## config.mk

```make
export PLATFORM = sky130hd
export DESIGN_NAME = bitmap_slot_allocator
export DESIGN_NICKNAME = d
export VERILOG_FILES = /design/src/rtl/bsa_pkg.sv /design/src/rtl/bitmap_slot_allocator.sv /design/src/rtl/bsa_lsb.sv /design/src/rtl/bsa_engine.sv
export VERILOG_INCLUDE_DIRS = /design/src /design/src/rtl
export SDC_FILE = /design/constraint.sdc
export NUM_CORES = 1
export LEC_CHECK = 0
export ABC_AREA = 1
export BUFFER_PORTS_ARGS = -buffer_cell sky130_fd_sc_hd__buf_2
export CAP_MARGIN = 20
export CELL_PAD_IN_SITES_DETAIL_PLACEMENT = 1
export CELL_PAD_IN_SITES_GLOBAL_PLACEMENT = 1
export CORE_ASPECT_RATIO = 1.5
export CORE_MARGIN = 2
export CORE_UTILIZATION = 34
export DETAILED_ROUTE_END_ITERATION = 8
export PLACE_DENSITY_LB_ADDON = 0.1
export SLEW_MARGIN = 0
export SYNTH_ARGS = -nofsm -noshare
export SYNTH_HDL_FRONTEND = slang
export SYNTH_HIERARCHICAL = 1
export SYNTH_SLANG_ARGS = --single-unit
```

## constraint.sdc

```tcl
create_clock -name clk -period 6.5 [get_ports clk]
set_clock_uncertainty 0.2 [all_clocks]
set_input_delay 0.65 -clock clk [delete_from_list [all_inputs] [get_ports clk]]
set_output_delay 0.65 -clock clk [all_outputs]
set_load 0.005 [all_outputs]
```

## src/rtl/bitmap_slot_allocator_defines.svh

```systemverilog
// Assertion macros for the slot allocator RTL.
// Depends on nothing; files that assert include it by name.
`ifndef BITMAP_SLOT_ALLOCATOR_DEFINES_SVH
`define BITMAP_SLOT_ALLOCATOR_DEFINES_SVH

// Checks that cons holds in the same cycle as ante.
`define BSA_ASSERT_NOW(label, ante, cons) \
  label: assert property (@(posedge clk) disable iff (rst) (ante) |-> (cons)) \
    else $error("slot allocator check failed");

// Checks that cons holds in the cycle after ante.
`define BSA_ASSERT_NEXT(label, ante, cons) \
  label: assert property (@(posedge clk) disable iff (rst) (ante) |=> (cons)) \
    else $error("slot allocator check failed");

`endif

```

## src/rtl/bsa_pkg.sv

```systemverilog
// Package for the bitmap slot allocator: beat types, operation codes and constants.
// Used by the allocator top and its engine; depends on nothing.
package bsa_pkg;

  localparam int MAX_SLOTS_DEF = 32;
  localparam int POS_W = 6;
  localparam int SLOT_W = 5;
  localparam int BYTES_W = 13;
  localparam int OFFSET_W = 17;
  localparam int PRODUCT_W = POS_W + BYTES_W;
  localparam int CFG_IDX_W = 1;
  localparam int CFG_DATA_W = 13;

  localparam logic [OFFSET_W-1:0] OFFSET_MAX = '1;
  localparam logic [POS_W-1:0] POOL_SLOTS_RESET = 6'd32;
  localparam logic [BYTES_W-1:0] SLOT_BYTES_RESET = 13'd1;

  localparam logic [CFG_IDX_W-1:0] CFG_POOL_SLOTS = 1'b0;
  localparam logic [CFG_IDX_W-1:0] CFG_SLOT_BYTES = 1'b1;

  typedef enum logic [1:0] {
    OP_ALLOC = 2'd0,
    OP_RELEASE = 2'd1,
    OP_RELEASE_ALL = 2'd2,
    OP_ITERATE = 2'd3
  } op_t;

  typedef struct packed {
    op_t op;
    logic [SLOT_W-1:0] slot_index;
    logic [POS_W-1:0] cursor;
  } req_t;

  typedef struct packed {
    logic ok;
    logic [SLOT_W-1:0] granted_slot;
    logic [OFFSET_W-1:0] byte_offset;
    logic [POS_W-1:0] next_cursor;
    logic [POS_W-1:0] in_use;
  } rsp_t;

endpackage

```

## src/rtl/bitmap_slot_allocator.sv

```systemverilog
// Bitmap slot allocator: an accepted request beat is registered in req_q and its response in rsp.
// Throughput is one request per cycle while rsp_stall does not hold the output; the bitmap search
// and offset multiply are combinational between the request register and the response register.
// Reset (synchronous, active high) frees every slot, zeroes the count and restores
// pool_slots to 32 and slot_bytes to 1.
module bitmap_slot_allocator #(
  parameter int MAX_SLOTS = bsa_pkg::MAX_SLOTS_DEF
) (
  input  logic                            clk,
  input  logic                            rst,
  input  logic                            cfg_we,
  input  logic [bsa_pkg::CFG_IDX_W-1:0]   cfg_index,
  input  logic [bsa_pkg::CFG_DATA_W-1:0]  cfg_data,
  input  logic                            req_valid,
  output logic                            req_stall,
  input  bsa_pkg::req_t                   req,
  output logic                            rsp_valid,
  input  logic                            rsp_stall,
  output bsa_pkg::rsp_t                   rsp
);
  import bsa_pkg::*;

  logic [POS_W-1:0] pool_slots;
  logic [BYTES_W-1:0] slot_bytes;
  logic req_q_valid;
  req_t req_q;
  logic fire;
  rsp_t result;

  assign fire = req_q_valid && (!rsp_valid || !rsp_stall);
  assign req_stall = req_q_valid && !fire;

  always_ff @(posedge clk) begin
    if (rst) begin
      pool_slots <= POOL_SLOTS_RESET;
      slot_bytes <= SLOT_BYTES_RESET;
    end else if (cfg_we) begin
      unique case (cfg_index)
        CFG_POOL_SLOTS: pool_slots <= cfg_data[POS_W-1:0];
        CFG_SLOT_BYTES: slot_bytes <= cfg_data[BYTES_W-1:0];
        default: pool_slots <= pool_slots;
      endcase
    end
  end

  always_ff @(posedge clk) begin
    if (rst) begin
      req_q_valid <= 1'b0;
    end else if (!req_stall) begin
      req_q_valid <= req_valid;
    end
  end

  always_ff @(posedge clk) begin
    if (!req_stall) begin
      req_q <= req;
    end
  end

  bsa_engine #(.MAX_SLOTS(MAX_SLOTS)) u_engine (
    .clk        (clk),
    .rst        (rst),
    .fire       (fire),
    .item       (req_q),
    .pool_slots (pool_slots),
    .slot_bytes (slot_bytes),
    .result     (result)
  );

  always_ff @(posedge clk) begin
    if (rst) begin
      rsp_valid <= 1'b0;
    end else if (fire) begin
      rsp_valid <= 1'b1;
    end else if (!rsp_stall) begin
      rsp_valid <= 1'b0;
    end
  end

  always_ff @(posedge clk) begin
    if (fire) begin
      rsp <= result;
    end
  end

endmodule

```

## src/rtl/bsa_lsb.sv

```systemverilog
// Lowest-set-bit encoder for the slot allocator bitmap searches.
// Depends on nothing beyond its parameter.
module bsa_lsb #(
  parameter int W = 32
) (
  input  logic [W-1:0]         vec,
  output logic                 found,
  output logic [$clog2(W)-1:0] idx
);

  localparam int IW = $clog2(W);

  always_comb begin
    found = |vec;
    idx = '0;
    for (int i = W - 1; i >= 0; i--) begin
      if (vec[i]) begin
        idx = IW'(i);
      end
    end
  end

endmodule

```

## src/rtl/bsa_engine.sv

```systemverilog
// Slot allocator state (bitmap and count) and the combinational operation logic.
// Depends on bsa_pkg, bsa_lsb and bitmap_slot_allocator_defines.svh.
`include "bitmap_slot_allocator_defines.svh"

module bsa_engine #(
  parameter int MAX_SLOTS = bsa_pkg::MAX_SLOTS_DEF
) (
  input  logic                         clk,
  input  logic                         rst,
  input  logic                         fire,
  input  bsa_pkg::req_t                item,
  input  logic [bsa_pkg::POS_W-1:0]    pool_slots,
  input  logic [bsa_pkg::BYTES_W-1:0]  slot_bytes,
  output bsa_pkg::rsp_t                result
);
  import bsa_pkg::*;

  localparam int W = (MAX_SLOTS < 63) ? MAX_SLOTS : 63;
  localparam int IW = $clog2(W);
  localparam logic [POS_W-1:0] NMAX = POS_W'(W);

  logic [W-1:0] bitmap;
  logic [W-1:0] bitmap_next;
  logic [POS_W-1:0] count;
  logic [POS_W-1:0] count_next;

  logic [POS_W-1:0] n;
  logic [POS_W-1:0] sidx;
  logic [W-1:0] below_n;
  logic [W-1:0] above_cur;
  logic [W-1:0] rel_hit;
  logic [W-1:0] cur_hit;
  logic [W-1:0] free_vec;
  logic [W-1:0] taken_vec;
  logic [W-1:0] taken_rest;
  logic [W-1:0] after_vec;
  logic [W-1:0] grant_oh;

  logic alloc_found;
  logic first_found;
  logic second_found;
  logic after_found;
  logic [IW-1:0] alloc_idx;
  logic [IW-1:0] first_idx;
  logic [IW-1:0] second_idx;
  logic [IW-1:0] after_idx;

  logic ok;
  logic [POS_W-1:0] slot;
  logic [POS_W-1:0] nxt;
  logic [PRODUCT_W-1:0] product;
  logic [OFFSET_W-1:0] offset;

  assign n = (pool_slots > NMAX) ? NMAX : pool_slots;
  assign sidx = POS_W'(item.slot_index);

  always_comb begin
    for (int i = 0; i < W; i++) begin
      below_n[i] = POS_W'(i) < n;
      above_cur[i] = POS_W'(i) > item.cursor;
      rel_hit[i] = POS_W'(i) == sidx;
      cur_hit[i] = POS_W'(i) == item.cursor;
    end
  end

  assign free_vec = ~bitmap & below_n;
  assign taken_vec = bitmap & below_n;
  assign taken_rest = taken_vec & (taken_vec - W'(1));
  assign after_vec = taken_vec & above_cur;
  assign grant_oh = free_vec & (~free_vec + W'(1));

  bsa_lsb #(.W(W)) u_alloc_lsb (.vec(free_vec), .found(alloc_found), .idx(alloc_idx));
  bsa_lsb #(.W(W)) u_first_lsb (.vec(taken_vec), .found(first_found), .idx(first_idx));
  bsa_lsb #(.W(W)) u_second_lsb (.vec(taken_rest), .found(second_found), .idx(second_idx));
  bsa_lsb #(.W(W)) u_after_lsb (.vec(after_vec), .found(after_found), .idx(after_idx));

  always_comb begin
    ok = 1'b0;
    slot = '0;
    nxt = '0;
    bitmap_next = bitmap;
    count_next = count;
    unique case (item.op)
      OP_ALLOC: begin
        if (alloc_found && (count < n)) begin
          ok = 1'b1;
          slot = POS_W'(alloc_idx);
          bitmap_next = bitmap | grant_oh;
          count_next = count + POS_W'(1);
        end
      end
      OP_RELEASE: begin
        if ((sidx < n) && (|(bitmap & rel_hit))) begin
          ok = 1'b1;
          bitmap_next = bitmap & ~rel_hit;
          if (count != '0) begin
            count_next = count - POS_W'(1);
          end
        end
      end
      OP_RELEASE_ALL: begin
        ok = 1'b1;
        bitmap_next = '0;
        count_next = '0;
      end
      OP_ITERATE: begin
        if (item.cursor == '0) begin
          if (first_found) begin
            ok = 1'b1;
            slot = POS_W'(first_idx);
            nxt = second_found ? POS_W'(second_idx) : n;
          end else begin
            nxt = n;
          end
        end else if (item.cursor >= n) begin
          nxt = n;
        end else begin
          ok = |(bitmap & cur_hit);
          slot = ok ? item.cursor : '0;
          nxt = after_found ? POS_W'(after_idx) : n;
        end
      end
      default: begin
        ok = 1'b0;
      end
    endcase
  end

  assign product = PRODUCT_W'(slot) * PRODUCT_W'(slot_bytes);
  assign offset = (product > PRODUCT_W'(OFFSET_MAX)) ? OFFSET_MAX : product[OFFSET_W-1:0];

  always_comb begin
    result.ok = ok;
    result.granted_slot = slot[SLOT_W-1:0];
    result.byte_offset = offset;
    result.next_cursor = nxt;
    result.in_use = count_next;
  end

  always_ff @(posedge clk) begin
    if (rst) begin
      bitmap <= '0;
      count <= '0;
    end else if (fire) begin
      bitmap <= bitmap_next;
      count <= count_next;
    end
  end

  `BSA_ASSERT_NOW(a_count_matches_bitmap, 1'b1, count == POS_W'($countones(bitmap)))
  `BSA_ASSERT_NEXT(a_release_all_clears, fire && (item.op == OP_RELEASE_ALL), (count == '0) && (bitmap == '0))
  `BSA_ASSERT_NEXT(a_alloc_counts_up, fire && (item.op == OP_ALLOC) && ok, count == $past(count) + POS_W'(1))

endmodule
```

==> results.ini, run 1 <==
[logic_synthesis]
synth_top_cell_by_area = nand2_1
synth_cell_types = 50
yosysMostFrequentCell = nand2_1
yosysTopAreaCellShare_pct = 16.7
ys_warn_count = 6
syn_area_um2 = 13000
ys_seq_elements = 107
avgSynthCellArea_um2 = 5.94
async_flop_share_pct = 0
synth_edf_count = 48
synthCells = 2194
synthTopCellsByArea = nand2_1 (17%), inv_1 (12%), edfxtp_1 (11%)
synthFlopType = dfxtp_1
synthTopCellsByCount = nand2_1 (581), inv_1 (408), nor2_1 (332)
yosysSeqAreaShare_pct = 20.1

[die]
die_w_um = 164
io_pins = 69
design.core.area_um2 = 37700
row_count = 87
initial_utilization_pct = 34.6
die_y_um = 244
dieArea_um2 = 39900

[layout]
nets = 2702
num_antenna_cells = 0
drive_above_1_share_pct = 24.4
syn2layout_area_growth_pct = 33.2
fillers = 5162
final_cell_area_um2 = 17400

[global_routing]
grt_max_degree = 54
gr-total-overflow = 0
grt_pass1_vias = 17260
gr-usage-all-layers_pct = 31.5
grt_pass1_wl_mm = 94.9
antenna_found_initial = 0

[timing]
hold_violations = 0
setup_ws_ps = -609
clock.fmax_mhz = 141
period_share_pct = 109
rsz0062_at_grt = true
min_period_ps = 7110
max_slew.worst_pin.slew_ps = 990
slew_headroom_pct = 33.6
maxSlewViolCount = 0
finalSetupViolations = 17

[placement]
gp_congestion = 0.945
placed_area_um2 = 16300
place.port_buffers = 68
dpl_worst_slack_ps = -1080
place_hpwl_mm = 51.7

[worst_setup_path]
worstReg2RegStart = pool_slots[5]
path_buf_inv = 13
worstPathArrival_ps = 7050
crit_path_end_kind = flop
crit_required_ps = 6440
cp_common_cell = buf_4
cp_max_fo = 8
critPathLaunchType = flop
slowest_delay_ps = 570
cp-startpoint = pool_slots[5]
critPathSlowestCell = fa_1
cp_top_family = simple AND/OR/NAND/NOR gates
path_class = reg2reg

[pwr]
p_leak_nw = 9.18
powerDensity_nw_per_um2 = 147
peakVddDrop_mv = 0.124

[clock_tree]
clockBufferDepth = 2
clk_root_buffer_cell = clkbuf_16
cts.clk_slew.worst_paths_ps = 80
clock_latency_ps = 380
tritoncts = yes
cts_max_level = 3
cts_sinks = 107
cts_buffers = 9

[detailed_routing]
antenna_left = 0
wl_mm = 62.3
routed-via-count = 15799
initialDrtViolationCount = 721
wl_per_cell_um = 20.3
dr.pass1.iters = 5
drc = 0
viasPerCell = 5.15

[worst_hold_path]
hold_path_class = in2reg
hold_start = req[2]

[status]
status = finished, violations left
violations = setup timing

[run]
maxCapViolCount = 0

layer usage:
metal	vias up	part of all wire, %	track usage, %
met1	7671	34	29.3
met4	0	8.7	23.8
met5	-	0	0
li1	7625	-	-
met3	185	2.3	3.01
met2	318	55	61.5
worst reg2reg max path, delay by kind of cell, from the launching register on:
family | cells | cell delay, ps
and+or+nand+nor | 17 | 2310
xor gates and xnor gates | 1 | 180
adders and majority gates | 4 | 1860
AOI/OAI and AO/OA | 2 | 310
buffers and inverters | 13 | 1670
DFF | 1 | 340
registers in the layout (all words and copies together) (netlist names):
name             flops
u_engine/count       6
slot_bytes          13
rsp                 35
pool_slots           6
rsp_valid            1
req_q               13
req_q_valid          1
u_engine/bitmap     32
report_power, final:
group / switching (W) / leakage, nW / total (W) / internal [W]
combinational: 0.000746 / 8.09 / 0.00118 / 0.000437
clock: 0.000313 / 0.138 / 0.000584 / 0.000270
sequential: 0.0000423 / 0.947 / 0.000789 / 0.000746
layout make-up:
type / count / area, um2 / share of cell area (%)
clock buffers: 10 / 229 / 1.32
clock inverters: 6 / 61.3 / 0.353
inverters: 447 / 1800 / 10.4
multi-input cells: 1605 / 9050 / 52.2
flip-flops and latches: 107 / 2630 / 15.1
well taps: 489 / 612 / 3.53
repair buffers: 406 / 2970 / 17.1
worst paths after layout:
path,endpoint,slack [ps],depth (start not counted)
worst max-delay path,rsp[24],-610,37
worst max register to register,rsp[24],-610,37
worst min-delay path,req_q[2],240,1
worst min register to register,slot_bytes[10],300,2
through the flow:
| stage | util, % | std cells | hold WS, ps | power, W | setup TNS (ps) |
|---|---|---|---|---|---|
| after floorplan | - | 2211 | 245 | 0.00142 | 0 |
| after global placement | 43.2 | 3034 | 269 | 0.00191 | -14860 |
| after detailed placement | 43.2 | 3034 | 285 | 0.00193 | -16370 |
| after CTS | 45.7 | 3068 | 224 | 0.00256 | -9180 |
| after global routing | 46.1 | 3070 | 234 | 0.00271 | -16140 |
| final | 46.1 | 3070 | 240 | 0.00256 | -9510 |
logic make-up after synthesis:
group	after synthesis	share of synthesized area, %
flip-flops	107	20.1
other	2	0.0577
adder cells (fa/ha/maj)	94	11.6
AO/OA/AOI/OAI	228	10.2
AND/OR/NAND/NOR	1244	40.7
buffers and inverters	500	16.0
XOR/XNOR	19	1.28
layout by cell type (no fill, tap or decap), drive strengths merged, types with 10 or more instances in the layout:
cell	count
o21ai	64
ha	49
nand2	589
a21oi	95
edfxtp	48
nand3	193
nor2	350
nor3	33
nand4	64
nor4	12
inv	438
xor2	12
o21bai	10
clkbuf	10
a31oi	14
dfxtp	59
conb	19
a211oi	14
fa	45
buf	406
what timing repair did:
item                                    in CTS  in global routing
setup buffers                               15                  6
hold buffers                                 0                  0
endpoints found under the hold margin        0                  0
resized for setup                          114                 48
endpoints found under the setup margin      17                 17
pin swaps                                   29                 33
cloned                                       3                  0
Note: power is estimated with default switching activity, not from simulation.
==> run 2: changes to the inputs <==
--- a/config.mk
+++ b/config.mk
@@ -7,7 +7,6 @@
 export NUM_CORES = 1
 export LEC_CHECK = 0
 export ABC_AREA = 1
-export BUFFER_PORTS_ARGS = -buffer_cell sky130_fd_sc_hd__buf_2
 export CAP_MARGIN = 20
 export CELL_PAD_IN_SITES_DETAIL_PLACEMENT = 1
 export CELL_PAD_IN_SITES_GLOBAL_PLACEMENT = 1
@@ -15,9 +14,9 @@
 export CORE_MARGIN = 2
 export CORE_UTILIZATION = 34
 export DETAILED_ROUTE_END_ITERATION = 8
+export DONT_BUFFER_PORTS = 1
 export PLACE_DENSITY_LB_ADDON = 0.1
 export SLEW_MARGIN = 0
 export SYNTH_ARGS = -nofsm -noshare
 export SYNTH_HDL_FRONTEND = slang
-export SYNTH_HIERARCHICAL = 1
 export SYNTH_SLANG_ARGS = --single-unit
==> run 2 against run 1 <==
Against the previous run:
- critical path depth increased by 25
- cell count down 19%
- global-route usage fell by 1.2 points
- the run still ends with setup timing left
- clock power is 3% higher
==> results.ini, run 2 <==
[status]
status = finished, violations left
violations = setup timing

[clock_tree]
tritoncts = yes
cts.clk_slew.worst_paths_ps = 90
cts_buffers = 9
clockBufferDepth = 2
clk_root_buffer_cell = clkbuf_16
cts_max_level = 3
cts_sinks = 107
holdBufCountCts = 0
clock_latency_ps = 390

[timing]
period_share_pct = 123
rsz0062_at_grt = true
finalSetupViolations = 17
maxSlewViolCount = 0
min_period_ps = 8010
setup_ws_ps = -1510
hold_violations = 0
max_slew.worst_pin.slew_ps = 1020
timing.hold.ws_ps = 111
slew_headroom_pct = 31.6
clock.fmax_mhz = 125

[die]
design.core.area_um2 = 32700
dieArea_um2 = 34800
die_y_um = 227
io_pins = 69
row_count = 81
initial_utilization_pct = 34.6
die_w_um = 153

[pwr]
p_leak_nw = 7.47
powerDensity_nw_per_um2 = 153
finalPower_w = 0.00236
peakVddDrop_mv = 0.106

[layout]
reg.largest.list = rsp (35), u_engine.bitmap (32)
final_cell_mix = buf_4 (398), nand2_1 (325), inv_1 (258)
fin_cells = 2490
largest_reg_flops = 35
syn2layout_area_growth_pct = 36.6
layout_commonest_cell = buf_4
regMostFlops = rsp
num_antenna_cells = 0
nets = 2197
drive_above_1_share_pct = 27.5

[logic_synthesis]
yosysTopAreaCellShare_pct = 12.7
synth_top_cell_by_area = edfxtp_1
synth_top_family_by_area = simple AND/OR/NAND/NOR gates
muxShareOfSynthArea_pct = 0
synthAdderAreaFrac_pct = 13.5
yosysSeqAreaShare_pct = 23.2
avgSynthCellArea_um2 = 6.75
async_flop_share_pct = 0
synth-simple-area-share_pct = 31.5
synthCells = 1676
synth_compound_area_share_pct = 19.7
synth-xor-area-share_pct = 1.08
synth_edf_count = 48
syn_area_um2 = 11300
synthFlopType = dfxtp_1
synthTopCellsByCount = nand2_1 (333), inv_1 (263), nor2_1 (208)
ys_seq_elements = 107
yosysMostFrequentCell = nand2_1
synth_cell_types = 64
synthTopCellsByArea = edfxtp_1 (13%), nand2_1 (11%), dfxtp_1 (10%)
ys_warn_count = 0

[worst_setup_path]
critPathLaunchType = flop
crit_path_end_kind = flop
worstPathArrival_ps = 7950
crit_required_ps = 6450
cp_max_fo = 9
slowest_delay_ps = 510
path_class = reg2reg
critPathSlowestCell = fa_1
cp_common_cell = nand2_1

[detailed_routing]
wl_per_cell_um = 21.0
dr.pass1.iters = 4
antenna_left = 0
drc = 0
initialDrtViolationCount = 520
viasPerCell = 5.30
wl_mm = 52.4
routed-via-count = 13208

[global_routing]
grt_max_degree = 60
gr-usage-all-layers_pct = 30.3
gr-total-overflow = 0
antenna_found_initial = 0
grt_pass1_vias = 14268
grt_pass1_wl_mm = 80.2

[placement]
gp_congestion = 0.962
dp.cells = 2441
place.port_buffers = 0
place_hpwl_mm = 43.6
dpl_worst_slack_ps = -1600

[worst_hold_path]
hold_path_class = in2reg

[run]
maxCapViolCount = 0

run 2: critical path, delay by kind of cell (launching register included):
| kind | cells | cell delay (ps) |
|---|---|---|
| simple gates | 32 | 2440 |
| xor+xnor | 1 | 130 |
| fa+ha+maj | 4 | 1680 |
| buf+inv | 9 | 840 |
| flops | 1 | 400 |
| compound gates | 16 | 2050 |
run 2: power breakdown:
group	switching [W]	total (W)	internal (W)
Clock	0.000326	0.000599	0.000273
Combinational	0.000590	0.000977	0.000387
Sequential	0.0000374	0.000781	0.000743
Total	0.000953	0.00236	0.00140
run 2: kinds of logic after synthesis:
group | count (synthesis)
other cells | 2
fa+ha+maj | 95
flops | 107
compound gates | 370
simple gates | 775
buf+inv | 313
xor+xnor | 14
run 2: area by class of cell:
class                           instances  area [um2]
Sequential cell                       107        2630
Multi-Input combinational cell       1267        7750
Timing Repair Buffer                  411        3210
Clock inverter                          6        65.1
Clock buffer                           10         229
Fill cell                            4257       17300
Inverter                              274        1050
Tap cell                              415         519
run 2: final timing paths:
path | start | endpoint | slack, ps | cells after the start
setup / recovery | pool_slots[5] | rsp[22] | -1510 | 62
hold / removal | rst | u_engine.bitmap[29] | 110 | 1
setup reg to reg | pool_slots[5] | rsp[22] | -1510 | 62
hold reg to reg | slot_bytes[0] | slot_bytes[0] | 300 | 2
run 2: per-layer routing:
metal | vias to the layer above | part of all wire [%] | global-route usage (%) | wire length (um)
met4 | 0 | 6.4 | 17.5 | 3330
met5 | - | 0 | 0 | 0
met1 | 6461 | 38 | 31.6 | 20200
met2 | 262 | 53 | 58.8 | 27800
li1 | 6355 | - | - | -
met3 | 130 | 2.2 | 2.99 | 1140
run 2: what timing repair did:
item                                    in CTS  in global routing
cloned                                       1                  0
pin swaps                                    9                 36
resized for setup                           29                 11
endpoints found under the setup margin      17                 17
buffers inserted                            26                  8
run 2: stage by stage:
step           utilization (%)  setup TNS, ps  instance area (um2)
6_report                  47.2         -25290                15500
4_1_cts                   47.0         -24540                15400
3_5_place_dp              45.1         -26250                14800
2_1_floorplan                -          -9250                11600
3_3_place_gp              45.1         -26830                14800
5_1_grt                   47.2         -35340                15500
